===== src/rtl/csc_pkg.sv =====
// Shared types, constants and calendar functions of the calendar seconds converter.
`timescale 1ns / 1ps
package csc_pkg;

	localparam int YEAR_SPAN_DEF = 256;
	localparam int EPOCH_YEAR    = 1900;
	localparam int SECS_PER_DAY  = 86400;
	localparam int SECS_PER_HOUR = 3600;
	localparam int SECS_PER_MIN  = 60;
	localparam int ACC_W         = 38;
	localparam int IN_W          = 72;
	localparam int OUT_W         = 72;

	localparam logic [1:0] OP_TO_SECS = 2'd0;
	localparam logic [1:0] OP_TO_DATE = 2'd1;
	localparam logic [1:0] OP_ADD     = 2'd2;
	localparam logic [1:0] OP_SUB     = 2'd3;

	typedef enum logic [3:0] {
		CMD_NONE,
		CMD_LOAD,
		CMD_YACC,
		CMD_MACC,
		CMD_ADJ,
		CMD_CLAMP,
		CMD_YDEC,
		CMD_MDEC,
		CMD_DDEC,
		CMD_HDEC,
		CMD_NDEC,
		CMD_OUT
	} cmd_t;

	typedef enum logic [3:0] {
		ST_IDLE,
		ST_YACC,
		ST_MACC,
		ST_ADJ,
		ST_CLAMP,
		ST_YDEC,
		ST_MDEC,
		ST_DDEC,
		ST_HDEC,
		ST_NDEC,
		ST_DONE
	} state_t;

	// divisible by 4, and not by 100 unless also by 16 (hence by 400)
	function automatic logic leap_f(input logic [11:0] y);
		logic [24:0] p;
		logic [5:0]  q;
		p = 25'(y) * 25'(5243);
		q = p[24:19];
		return (y[1:0] == 2'd0) && ((y != 12'(12'(q) * 12'(100))) || (y[3:0] == 4'd0));
	endfunction

	function automatic logic [24:0] year_secs_f(input logic leap);
		return leap ? 25'(366 * SECS_PER_DAY) : 25'(365 * SECS_PER_DAY);
	endfunction

	function automatic logic [21:0] month_secs_f(input logic [3:0] m, input logic leap);
		logic [21:0] r;
		case (m)
			4'd2: begin
				r = leap ? 22'(29 * SECS_PER_DAY) : 22'(28 * SECS_PER_DAY);
			end
			4'd4, 4'd6, 4'd9, 4'd11: begin
				r = 22'(30 * SECS_PER_DAY);
			end
			default: begin
				r = 22'(31 * SECS_PER_DAY);
			end
		endcase
		return r;
	endfunction

	function automatic logic [ACC_W-1:0] last_second_f(input int span);
		logic [ACC_W-1:0] t;
		t = '0;
		for (int i = 0; i < span; i++) begin
			t = t + ACC_W'(year_secs_f(leap_f(12'(EPOCH_YEAR + i))));
		end
		return t - ACC_W'(1);
	endfunction

endpackage


===== src/rtl/csc_ctrl.sv =====
// Sequencer of the calendar seconds converter: walks the conversion loops.
`timescale 1ns / 1ps
module csc_ctrl (
	input  logic          clk,
	input  logic          arst_n,
	input  logic          s_tvalid,
	output logic          s_tready,
	output logic          m_tvalid,
	input  logic          m_tready,
	input  logic          cont,
	output csc_pkg::cmd_t cmd
);
	import csc_pkg::*;

	state_t state_q;
	state_t state_d;
	logic   m_tvalid_q;
	logic   out_free;

	assign out_free = !m_tvalid_q || m_tready;
	assign m_tvalid = m_tvalid_q;

	always_ff @(posedge clk or negedge arst_n) begin
		if (!arst_n) begin
			state_q <= ST_IDLE;
		end else begin
			state_q <= state_d;
		end
	end

	always_comb begin
		state_d  = state_q;
		cmd      = CMD_NONE;
		s_tready = 1'b0;
		case (state_q)
			ST_IDLE: begin
				s_tready = 1'b1;
				if (s_tvalid) begin
					cmd     = CMD_LOAD;
					state_d = ST_YACC;
				end
			end
			ST_YACC: begin
				cmd = CMD_YACC;
				if (!cont) state_d = ST_MACC;
			end
			ST_MACC: begin
				cmd = CMD_MACC;
				if (!cont) state_d = ST_ADJ;
			end
			ST_ADJ: begin
				cmd     = CMD_ADJ;
				state_d = ST_CLAMP;
			end
			ST_CLAMP: begin
				cmd     = CMD_CLAMP;
				state_d = ST_YDEC;
			end
			ST_YDEC: begin
				cmd = CMD_YDEC;
				if (!cont) state_d = ST_MDEC;
			end
			ST_MDEC: begin
				cmd = CMD_MDEC;
				if (!cont) state_d = ST_DDEC;
			end
			ST_DDEC: begin
				cmd = CMD_DDEC;
				if (!cont) state_d = ST_HDEC;
			end
			ST_HDEC: begin
				cmd = CMD_HDEC;
				if (!cont) state_d = ST_NDEC;
			end
			ST_NDEC: begin
				cmd = CMD_NDEC;
				if (!cont) state_d = ST_DONE;
			end
			ST_DONE: begin
				if (out_free) begin
					cmd     = CMD_OUT;
					state_d = ST_IDLE;
				end
			end
			default: begin
				state_d = ST_IDLE;
			end
		endcase
	end

	always_ff @(posedge clk or negedge arst_n) begin
		if (!arst_n) begin
			m_tvalid_q <= 1'b0;
		end else if (cmd == CMD_OUT) begin
			m_tvalid_q <= 1'b1;
		end else if (m_tready) begin
			m_tvalid_q <= 1'b0;
		end
	end

`ifndef SYNTH
	a_out_free: assert property (@(posedge clk) disable iff (!arst_n)
		(cmd == CMD_OUT) |-> (!m_tvalid_q || m_tready))
		else $error("result beat overwritten while still pending");
	a_accept_start: assert property (@(posedge clk) disable iff (!arst_n)
		(s_tvalid && s_tready) |=> (state_q == ST_YACC))
		else $error("accepted beat did not start the year walk");
`endif

endmodule


===== src/rtl/csc_datapath.sv =====
// Datapath of the calendar seconds converter: accumulator, counters and result register.
`timescale 1ns / 1ps
module csc_datapath #(
	parameter int YEAR_SPAN = csc_pkg::YEAR_SPAN_DEF
) (
	input  logic                      clk,
	input  logic                      arst_n,
	input  csc_pkg::cmd_t             cmd,
	output logic                      cont,
	input  logic [csc_pkg::IN_W-1:0]  s_tdata,
	input  logic [1:0]                s_tuser,
	output logic [csc_pkg::OUT_W-1:0] m_tdata,
	output logic [0:0]                m_tuser
);
	import csc_pkg::*;

	localparam logic [ACC_W-1:0] LAST       = last_second_f(YEAR_SPAN);
	localparam logic [11:0]      LAST_YEAR  = 12'(EPOCH_YEAR + YEAR_SPAN - 1);
	localparam logic [11:0]      EPOCH_Y    = 12'(EPOCH_YEAR);
	localparam logic             EPOCH_LEAP = leap_f(12'(EPOCH_YEAR));

	logic [1:0]       op_q;
	logic [3:0]       mon_in_q;
	logic [11:0]      yr_in_q;
	logic             in_leap_q;
	logic [32:0]      amount_q;
	logic [ACC_W-1:0] acc_q;
	logic [11:0]      yr_q;
	logic             yr_leap_q;
	logic [3:0]       mon_q;
	logic [4:0]       day_q;
	logic [4:0]       hr_q;
	logic [5:0]       mi_q;
	logic [32:0]      t_q;
	logic             flag_q;
	logic [OUT_W-1:0] out_data_q;
	logic             out_flag_q;

	logic [ACC_W-1:0] acc_ld;
	logic [ACC_W-1:0] yacc_sum;
	logic [ACC_W-1:0] macc_sum;
	logic [ACC_W-1:0] ydiff;
	logic [ACC_W-1:0] mdiff;
	logic [ACC_W-1:0] ddiff;
	logic [ACC_W-1:0] hdiff;
	logic [ACC_W-1:0] ndiff;
	logic [11:0]      yr_inc;

	assign acc_ld = ACC_W'(s_tdata[25:21]) * ACC_W'(SECS_PER_HOUR)
		+ ACC_W'(s_tdata[31:26]) * ACC_W'(SECS_PER_MIN)
		+ ACC_W'(s_tdata[37:32])
		+ ACC_W'(s_tdata[4:0]) * ACC_W'(SECS_PER_DAY)
		- ACC_W'(SECS_PER_DAY);

	assign yr_inc   = yr_q + 12'd1;
	assign yacc_sum = acc_q + ACC_W'(year_secs_f(yr_leap_q));
	assign macc_sum = acc_q + ACC_W'(month_secs_f(mon_q, in_leap_q));
	assign ydiff    = acc_q - ACC_W'(year_secs_f(yr_leap_q));
	assign mdiff    = acc_q - ACC_W'(month_secs_f(mon_q, yr_leap_q));
	assign ddiff    = acc_q - ACC_W'(SECS_PER_DAY);
	assign hdiff    = acc_q - ACC_W'(SECS_PER_HOUR);
	assign ndiff    = acc_q - ACC_W'(SECS_PER_MIN);

	always_comb begin
		case (cmd)
			CMD_YACC: cont = (op_q != OP_TO_DATE) && (yr_q < yr_in_q);
			CMD_MACC: cont = (op_q != OP_TO_DATE) && (mon_q < mon_in_q);
			CMD_YDEC: cont = (yr_q < LAST_YEAR) && !ydiff[ACC_W-1];
			CMD_MDEC: cont = (mon_q < 4'd12) && !mdiff[ACC_W-1];
			CMD_DDEC: cont = !ddiff[ACC_W-1];
			CMD_HDEC: cont = !hdiff[ACC_W-1];
			CMD_NDEC: cont = !ndiff[ACC_W-1];
			default:  cont = 1'b0;
		endcase
	end

	always_ff @(posedge clk) begin
		case (cmd)
			CMD_LOAD: begin
				op_q      <= s_tuser;
				mon_in_q  <= s_tdata[8:5];
				yr_in_q   <= s_tdata[20:9];
				in_leap_q <= leap_f(s_tdata[20:9]);
				amount_q  <= s_tdata[70:38];
				acc_q     <= (s_tuser == OP_TO_DATE) ? ACC_W'(s_tdata[70:38]) : acc_ld;
				yr_q      <= EPOCH_Y;
				yr_leap_q <= EPOCH_LEAP;
				mon_q     <= 4'd1;
			end
			CMD_YACC: begin
				if (cont) begin
					acc_q     <= yacc_sum;
					yr_q      <= yr_inc;
					yr_leap_q <= leap_f(yr_inc);
				end
			end
			CMD_MACC: begin
				if (cont) begin
					acc_q <= macc_sum;
					mon_q <= mon_q + 4'd1;
				end
			end
			CMD_ADJ: begin
				if (op_q == OP_ADD) begin
					acc_q <= acc_q + ACC_W'(amount_q);
				end else if (op_q == OP_SUB) begin
					acc_q <= acc_q - ACC_W'(amount_q);
				end
			end
			CMD_CLAMP: begin
				if (acc_q[ACC_W-1]) begin
					acc_q  <= '0;
					t_q    <= '0;
					flag_q <= 1'b1;
				end else if (acc_q > LAST) begin
					acc_q  <= LAST;
					t_q    <= LAST[32:0];
					flag_q <= 1'b1;
				end else begin
					t_q    <= acc_q[32:0];
					flag_q <= 1'b0;
				end
				yr_q      <= EPOCH_Y;
				yr_leap_q <= EPOCH_LEAP;
				mon_q     <= 4'd1;
				day_q     <= 5'd1;
				hr_q      <= 5'd0;
				mi_q      <= 6'd0;
			end
			CMD_YDEC: begin
				if (cont) begin
					acc_q     <= ydiff;
					yr_q      <= yr_inc;
					yr_leap_q <= leap_f(yr_inc);
				end
			end
			CMD_MDEC: begin
				if (cont) begin
					acc_q <= mdiff;
					mon_q <= mon_q + 4'd1;
				end
			end
			CMD_DDEC: begin
				if (cont) begin
					acc_q <= ddiff;
					day_q <= day_q + 5'd1;
				end
			end
			CMD_HDEC: begin
				if (cont) begin
					acc_q <= hdiff;
					hr_q  <= hr_q + 5'd1;
				end
			end
			CMD_NDEC: begin
				if (cont) begin
					acc_q <= ndiff;
					mi_q  <= mi_q + 6'd1;
				end
			end
			default: begin
			end
		endcase
	end

	always_ff @(posedge clk or negedge arst_n) begin
		if (!arst_n) begin
			out_data_q <= '0;
			out_flag_q <= 1'b0;
		end else if (cmd == CMD_OUT) begin
			out_data_q <= {1'b0, acc_q[5:0], mi_q, hr_q, yr_q, mon_q, day_q, t_q};
			out_flag_q <= flag_q;
		end
	end

	assign m_tdata    = out_data_q;
	assign m_tuser[0] = out_flag_q;

`ifndef SYNTH
	a_clamp_range: assert property (@(posedge clk) disable iff (!arst_n)
		(cmd == CMD_CLAMP) |=> (!acc_q[ACC_W-1] && (acc_q <= LAST)))
		else $error("clamped seconds outside the supported span");
	a_month_walk: assert property (@(posedge clk) disable iff (!arst_n)
		(cmd == CMD_MDEC) |-> ((mon_q >= 4'd1) && (mon_q <= 4'd12)))
		else $error("month counter left 1..12 during decomposition");
	a_fields_done: assert property (@(posedge clk) disable iff (!arst_n)
		(cmd == CMD_OUT) |-> ((acc_q < ACC_W'(SECS_PER_MIN)) && (hr_q < 5'd24)
			&& (mi_q < 6'd60) && (day_q != 5'd0)))
		else $error("decomposed time fields out of range at result load");
`endif

endmodule


===== src/rtl/calendar_seconds_converter_unit.sv =====
// Top level of the calendar seconds converter: date-time to and from seconds since 1900.
// The conversion time is set by the year, month, day, hour and minute walks of the
//   shared accumulator.
// Overlap: the next beat is taken once the result is registered, while that result
//   may still wait for m_tready.
// Reset: arst_n clears the sequencer, the output valid and the result register;
//   the accumulator, counters and input registers have no reset.
`timescale 1ns / 1ps
module calendar_seconds_converter_unit #(
	parameter int YEAR_SPAN = csc_pkg::YEAR_SPAN_DEF
) (
	input  logic                      clk,
	input  logic                      arst_n,
	input  logic                      s_tvalid,
	output logic                      s_tready,
	// day, month, year, hour, minute, second, amount, pad
	input  logic [csc_pkg::IN_W-1:0]  s_tdata,
	// operation
	input  logic [1:0]                s_tuser,
	output logic                      m_tvalid,
	input  logic                      m_tready,
	// total_seconds, result_day, result_month, result_year, result_hour,
	// result_minute, result_second, pad
	output logic [csc_pkg::OUT_W-1:0] m_tdata,
	// out_of_range
	output logic [0:0]                m_tuser
);
	import csc_pkg::*;

	cmd_t cmd;
	logic cont;

	csc_ctrl u_ctrl (
		.clk      (clk),
		.arst_n   (arst_n),
		.s_tvalid (s_tvalid),
		.s_tready (s_tready),
		.m_tvalid (m_tvalid),
		.m_tready (m_tready),
		.cont     (cont),
		.cmd      (cmd)
	);

	csc_datapath #(
		.YEAR_SPAN (YEAR_SPAN)
	) u_datapath (
		.clk     (clk),
		.arst_n  (arst_n),
		.cmd     (cmd),
		.cont    (cont),
		.s_tdata (s_tdata),
		.s_tuser (s_tuser),
		.m_tdata (m_tdata),
		.m_tuser (m_tuser)
	);

endmodule


===== config.mk =====
export PLATFORM = sky130hd
export DESIGN_NAME = calendar_seconds_converter_unit
export DESIGN_NICKNAME = d
export VERILOG_FILES = /design/src/rtl/csc_pkg.sv /design/src/rtl/csc_ctrl.sv /design/src/rtl/csc_datapath.sv /design/src/rtl/calendar_seconds_converter_unit.sv
export SDC_FILE = /design/constraint.sdc
export NUM_CORES = 1
export LEC_CHECK = 0
export BUFFER_PORTS_ARGS = -buffer_cell sky130_fd_sc_hd__clkbuf_2
export CORE_MARGIN = 2
export CORE_UTILIZATION = 50
export DETAILED_ROUTE_END_ITERATION = 7
export MAX_ROUTING_LAYER = met4
export PLACE_DENSITY_LB_ADDON = 0.05
export SLEW_MARGIN = 20
export SYNTH_ARGS = -nofsm -noshare
export SYNTH_HDL_FRONTEND = slang
export SYNTH_SLANG_ARGS = --single-unit

===== constraint.sdc =====
create_clock -name clk -period 8.45 [get_ports clk]
set_clock_uncertainty 0.05 [all_clocks]
set_input_delay 1.69 -clock clk [delete_from_list [all_inputs] [get_ports clk]]
set_output_delay 1.69 -clock clk [all_outputs]
set_load 0.005 [all_outputs]

==> qor.yml <==
drt:
  routed-via-count: 22800
  wire_per_inst_um: 21.0
  remaining_drc_errors: 0
  ant_nets: 0
  drtPass1Iterations: 6
  wirelength_um: 80700
  avgViaCountPerCell: 5.93
  first_iter_violations: 1619
critical_path:
  crit_arrival_ns: 8.53
  cp_slowest_stage_delay_ns: 0.54
  reg2reg_slack_ns: 0.16
  cp-end-kind: "register"
  crit_buf_inv: 8
  cp_slowest_cell: "fa_1"
  crit_type: "register to register"
  crit_required_ns: 8.70
  critPathLaunchType: "register"
  worst_path_dominant_cell_family: "adder cells"
  cp_max_fo: 4
final_layout:
  syn_to_final_growth_pct: 15.7
  stdcell_count: 3839
  finish.instance_area_um2: 30300
  nNetsFinal: 3706
  drive_gt1_share_pct: 17.9
synth:
  ys_types: 90
  syn_avg_cell_area_um2: 9.08
  yosys_warnings: 0
  netlist_instances: 2879
  seq_area_frac_synth_pct: 25.4
  synth_nets: 3448
  synth_top_cell_by_area: "ha_1"
  syn_area_um2: 26200
  synth_edf_count: 157
  synth_commonest_cells: "382 x ha_1, 321 x inv_1, 209 x a21oi_1"
  yosysMostFrequentCell: "ha_1"
  synth_seq_cells: 234
  ys.flop_type: "edfxtp_1"
  synthArstFlopShare_pct: 32.9
  yosysTopAreaCellShare_pct: 18.3
  synth_top_cells_by_area: "ha_1 18%, edfxtp_1 18%, fa_1 8.3%"
clock_network:
  cts_root_buf: "clkbuf_16"
  clkTransAtPathRegs_ns: 0.07
  clock-sinks: 234
  clock_latency_ns: 0.57
  htreeDepth: 1
  clockBufferDepth: 3
  numCtsBuffers: 27
  cts_tree: "built"
sta:
  slew_headroom_pct: 27.0
  worst_pin_slew_ns: 1.09
  rsz0062_at_grt: "yes"
  final.period_utilization_pct: 98.1
  slew_violations: 0
  fin_ws_ns: 0.160
  period_needed_ns: 8.29
  final.setup.tns_ns: 0
  finalHoldViolCount: 0
  max_freq_ghz: 0.121
  setup_viol: 0
hold_path:
  hold_path_class: "register to register"
placed_design:
  place_ws_ns: -0.457
  io_buffers: 150
  gp_congestion: 0.956
  placed_cell_area_um2: 28600
  dpl.hpwl_um: 63500
  dp_cells: 3773
floorplan:
  start_util_pct: 50.8
  core_um2: 51500
  die_h_um: 233
  rows: 83
  die_w_um: 233
  fp.dieArea_um2: 54100
  io_pins: 153
global_route:
  use_met3_pct: 5.40
  overflow: 0
  use_met1_pct: 42.7
  grt_pass1_vias: 22600
  grtUsageTotal_pct: 30.5
  antenna_found_initial: 2
  grt_max_degree: 85
  busiest_layer: "met2"
  met2_usage_pct: 45.9
  grt_pass1_wl_um: 126000
flow_run:
  cap_viol_max_count: 0
run_status:
  status: "finished clean"
flip-flops by register name, indices dropped and copies added (netlist names), 5 cells and up:
register             count
u_datapath.m_tdata      71
u_datapath.acc_q        38
u_datapath.amount_q     33
u_datapath.t_q          33
u_datapath.yr_in_q      12
u_datapath.yr_q         12
u_datapath.mi_q          6
u_datapath.day_q         5
u_datapath.hr_q          5
final cells by class:
type / instances / area [um2]
Tap cell: 680 / 851
Inverter: 322 / 1210
Clock inverter: 21 / 258
Timing Repair Buffer: 330 / 2110
Antenna cell: 2 / 5.00
Fill cell: 4611 / 21300
Sequential cell: 234 / 6640
Multi-Input combinational cell: 2222 / 18500
Clock buffer: 28 / 679
worst paths after layout:
check                              startpoint                      to  cells past startpoint
max reg2reg                u_datapath.yr_q[0]    u_datapath.yr_leap_q                     37
min in group asynchronous              arst_n  u_datapath.m_tdata[42]                      1
min reg2reg                u_datapath.t_q[10]  u_datapath.m_tdata[10]                      1
max                        u_datapath.yr_q[0]    u_datapath.yr_leap_q                     37
min                        u_datapath.t_q[10]  u_datapath.m_tdata[10]                      1
max in group asynchronous              arst_n  u_datapath.m_tdata[65]                      1
cell families after synthesis:
| group | count (synthesis) | synth area share, % |
|---|---|---|
| buffers and inverters | 423 | 6.28 |
| other | 1 | 0.0143 |
| AOI/OAI and AO/OA | 709 | 17.6 |
| muxes | 74 | 3.14 |
| and+or+nand+nor | 715 | 13.2 |
| adders and majority gates | 491 | 26.6 |
| DFF | 234 | 25.4 |
| xor gates and xnor gates | 232 | 7.77 |
stage by stage:
step / hold slack [ns] / util (%)
global route: 0.440 / 58.7
detailed placement: 0.415 / 55.5
floorplan: 0.405 / -
global placement: 0.409 / 55.5
finish: 0.424 / 58.7
CTS: 0.426 / 57.6
per-layer routing:
layer	vias to the layer above	share of wire (%)
met2	845	43
met5	-	0
li1	10800	-
met3	130	8.5
met1	11000	46
met4	0	2.4
layout by cell type, fill, tap and decap left out, types with 13 or more instances in the layout:
master	Yosys	routed
nand2b_1	27	27
a21oi_1	209	204
ha_1	382	357
o221ai_1	16	16
a21o_1	56	56
o22ai_1	25	25
and3_1	23	21
nor2b_1	20	18
a211oi_1	28	28
o31ai_1	13	13
nor3_1	53	49
xor2_1	79	76
o21ai_0	126	123
clkbuf_16	0	27
inv_1	321	314
xnor2_1	153	141
o21bai_1	16	16
dfrtp_1	77	77
or3_1	15	14
clkbuf_2	0	149
nand3_1	58	55
o211ai_1	26	26
mux2_2	64	64
or2_2	16	14
o21a_1	22	21
a221oi_1	23	23
nor4_1	26	25
buf_4	5	179
nand4_1	22	22
nor2_1	202	195
fa_1	109	104
edfxtp_1	157	157
ha_4	0	22
nand2_1	196	193
a31oi_1	32	31
timing repair:
item | in CTS | in global routing
endpoints found under the setup margin | 1 | 2
gates resized for setup | 22 | 79
pin swaps | 19 | 62
buffers inserted | 3 | 12
hold buffers | 0 | 0
Power is not shown: default switching activity piles up to over one toggle a cycle in this logic, so the estimate is an artifact.
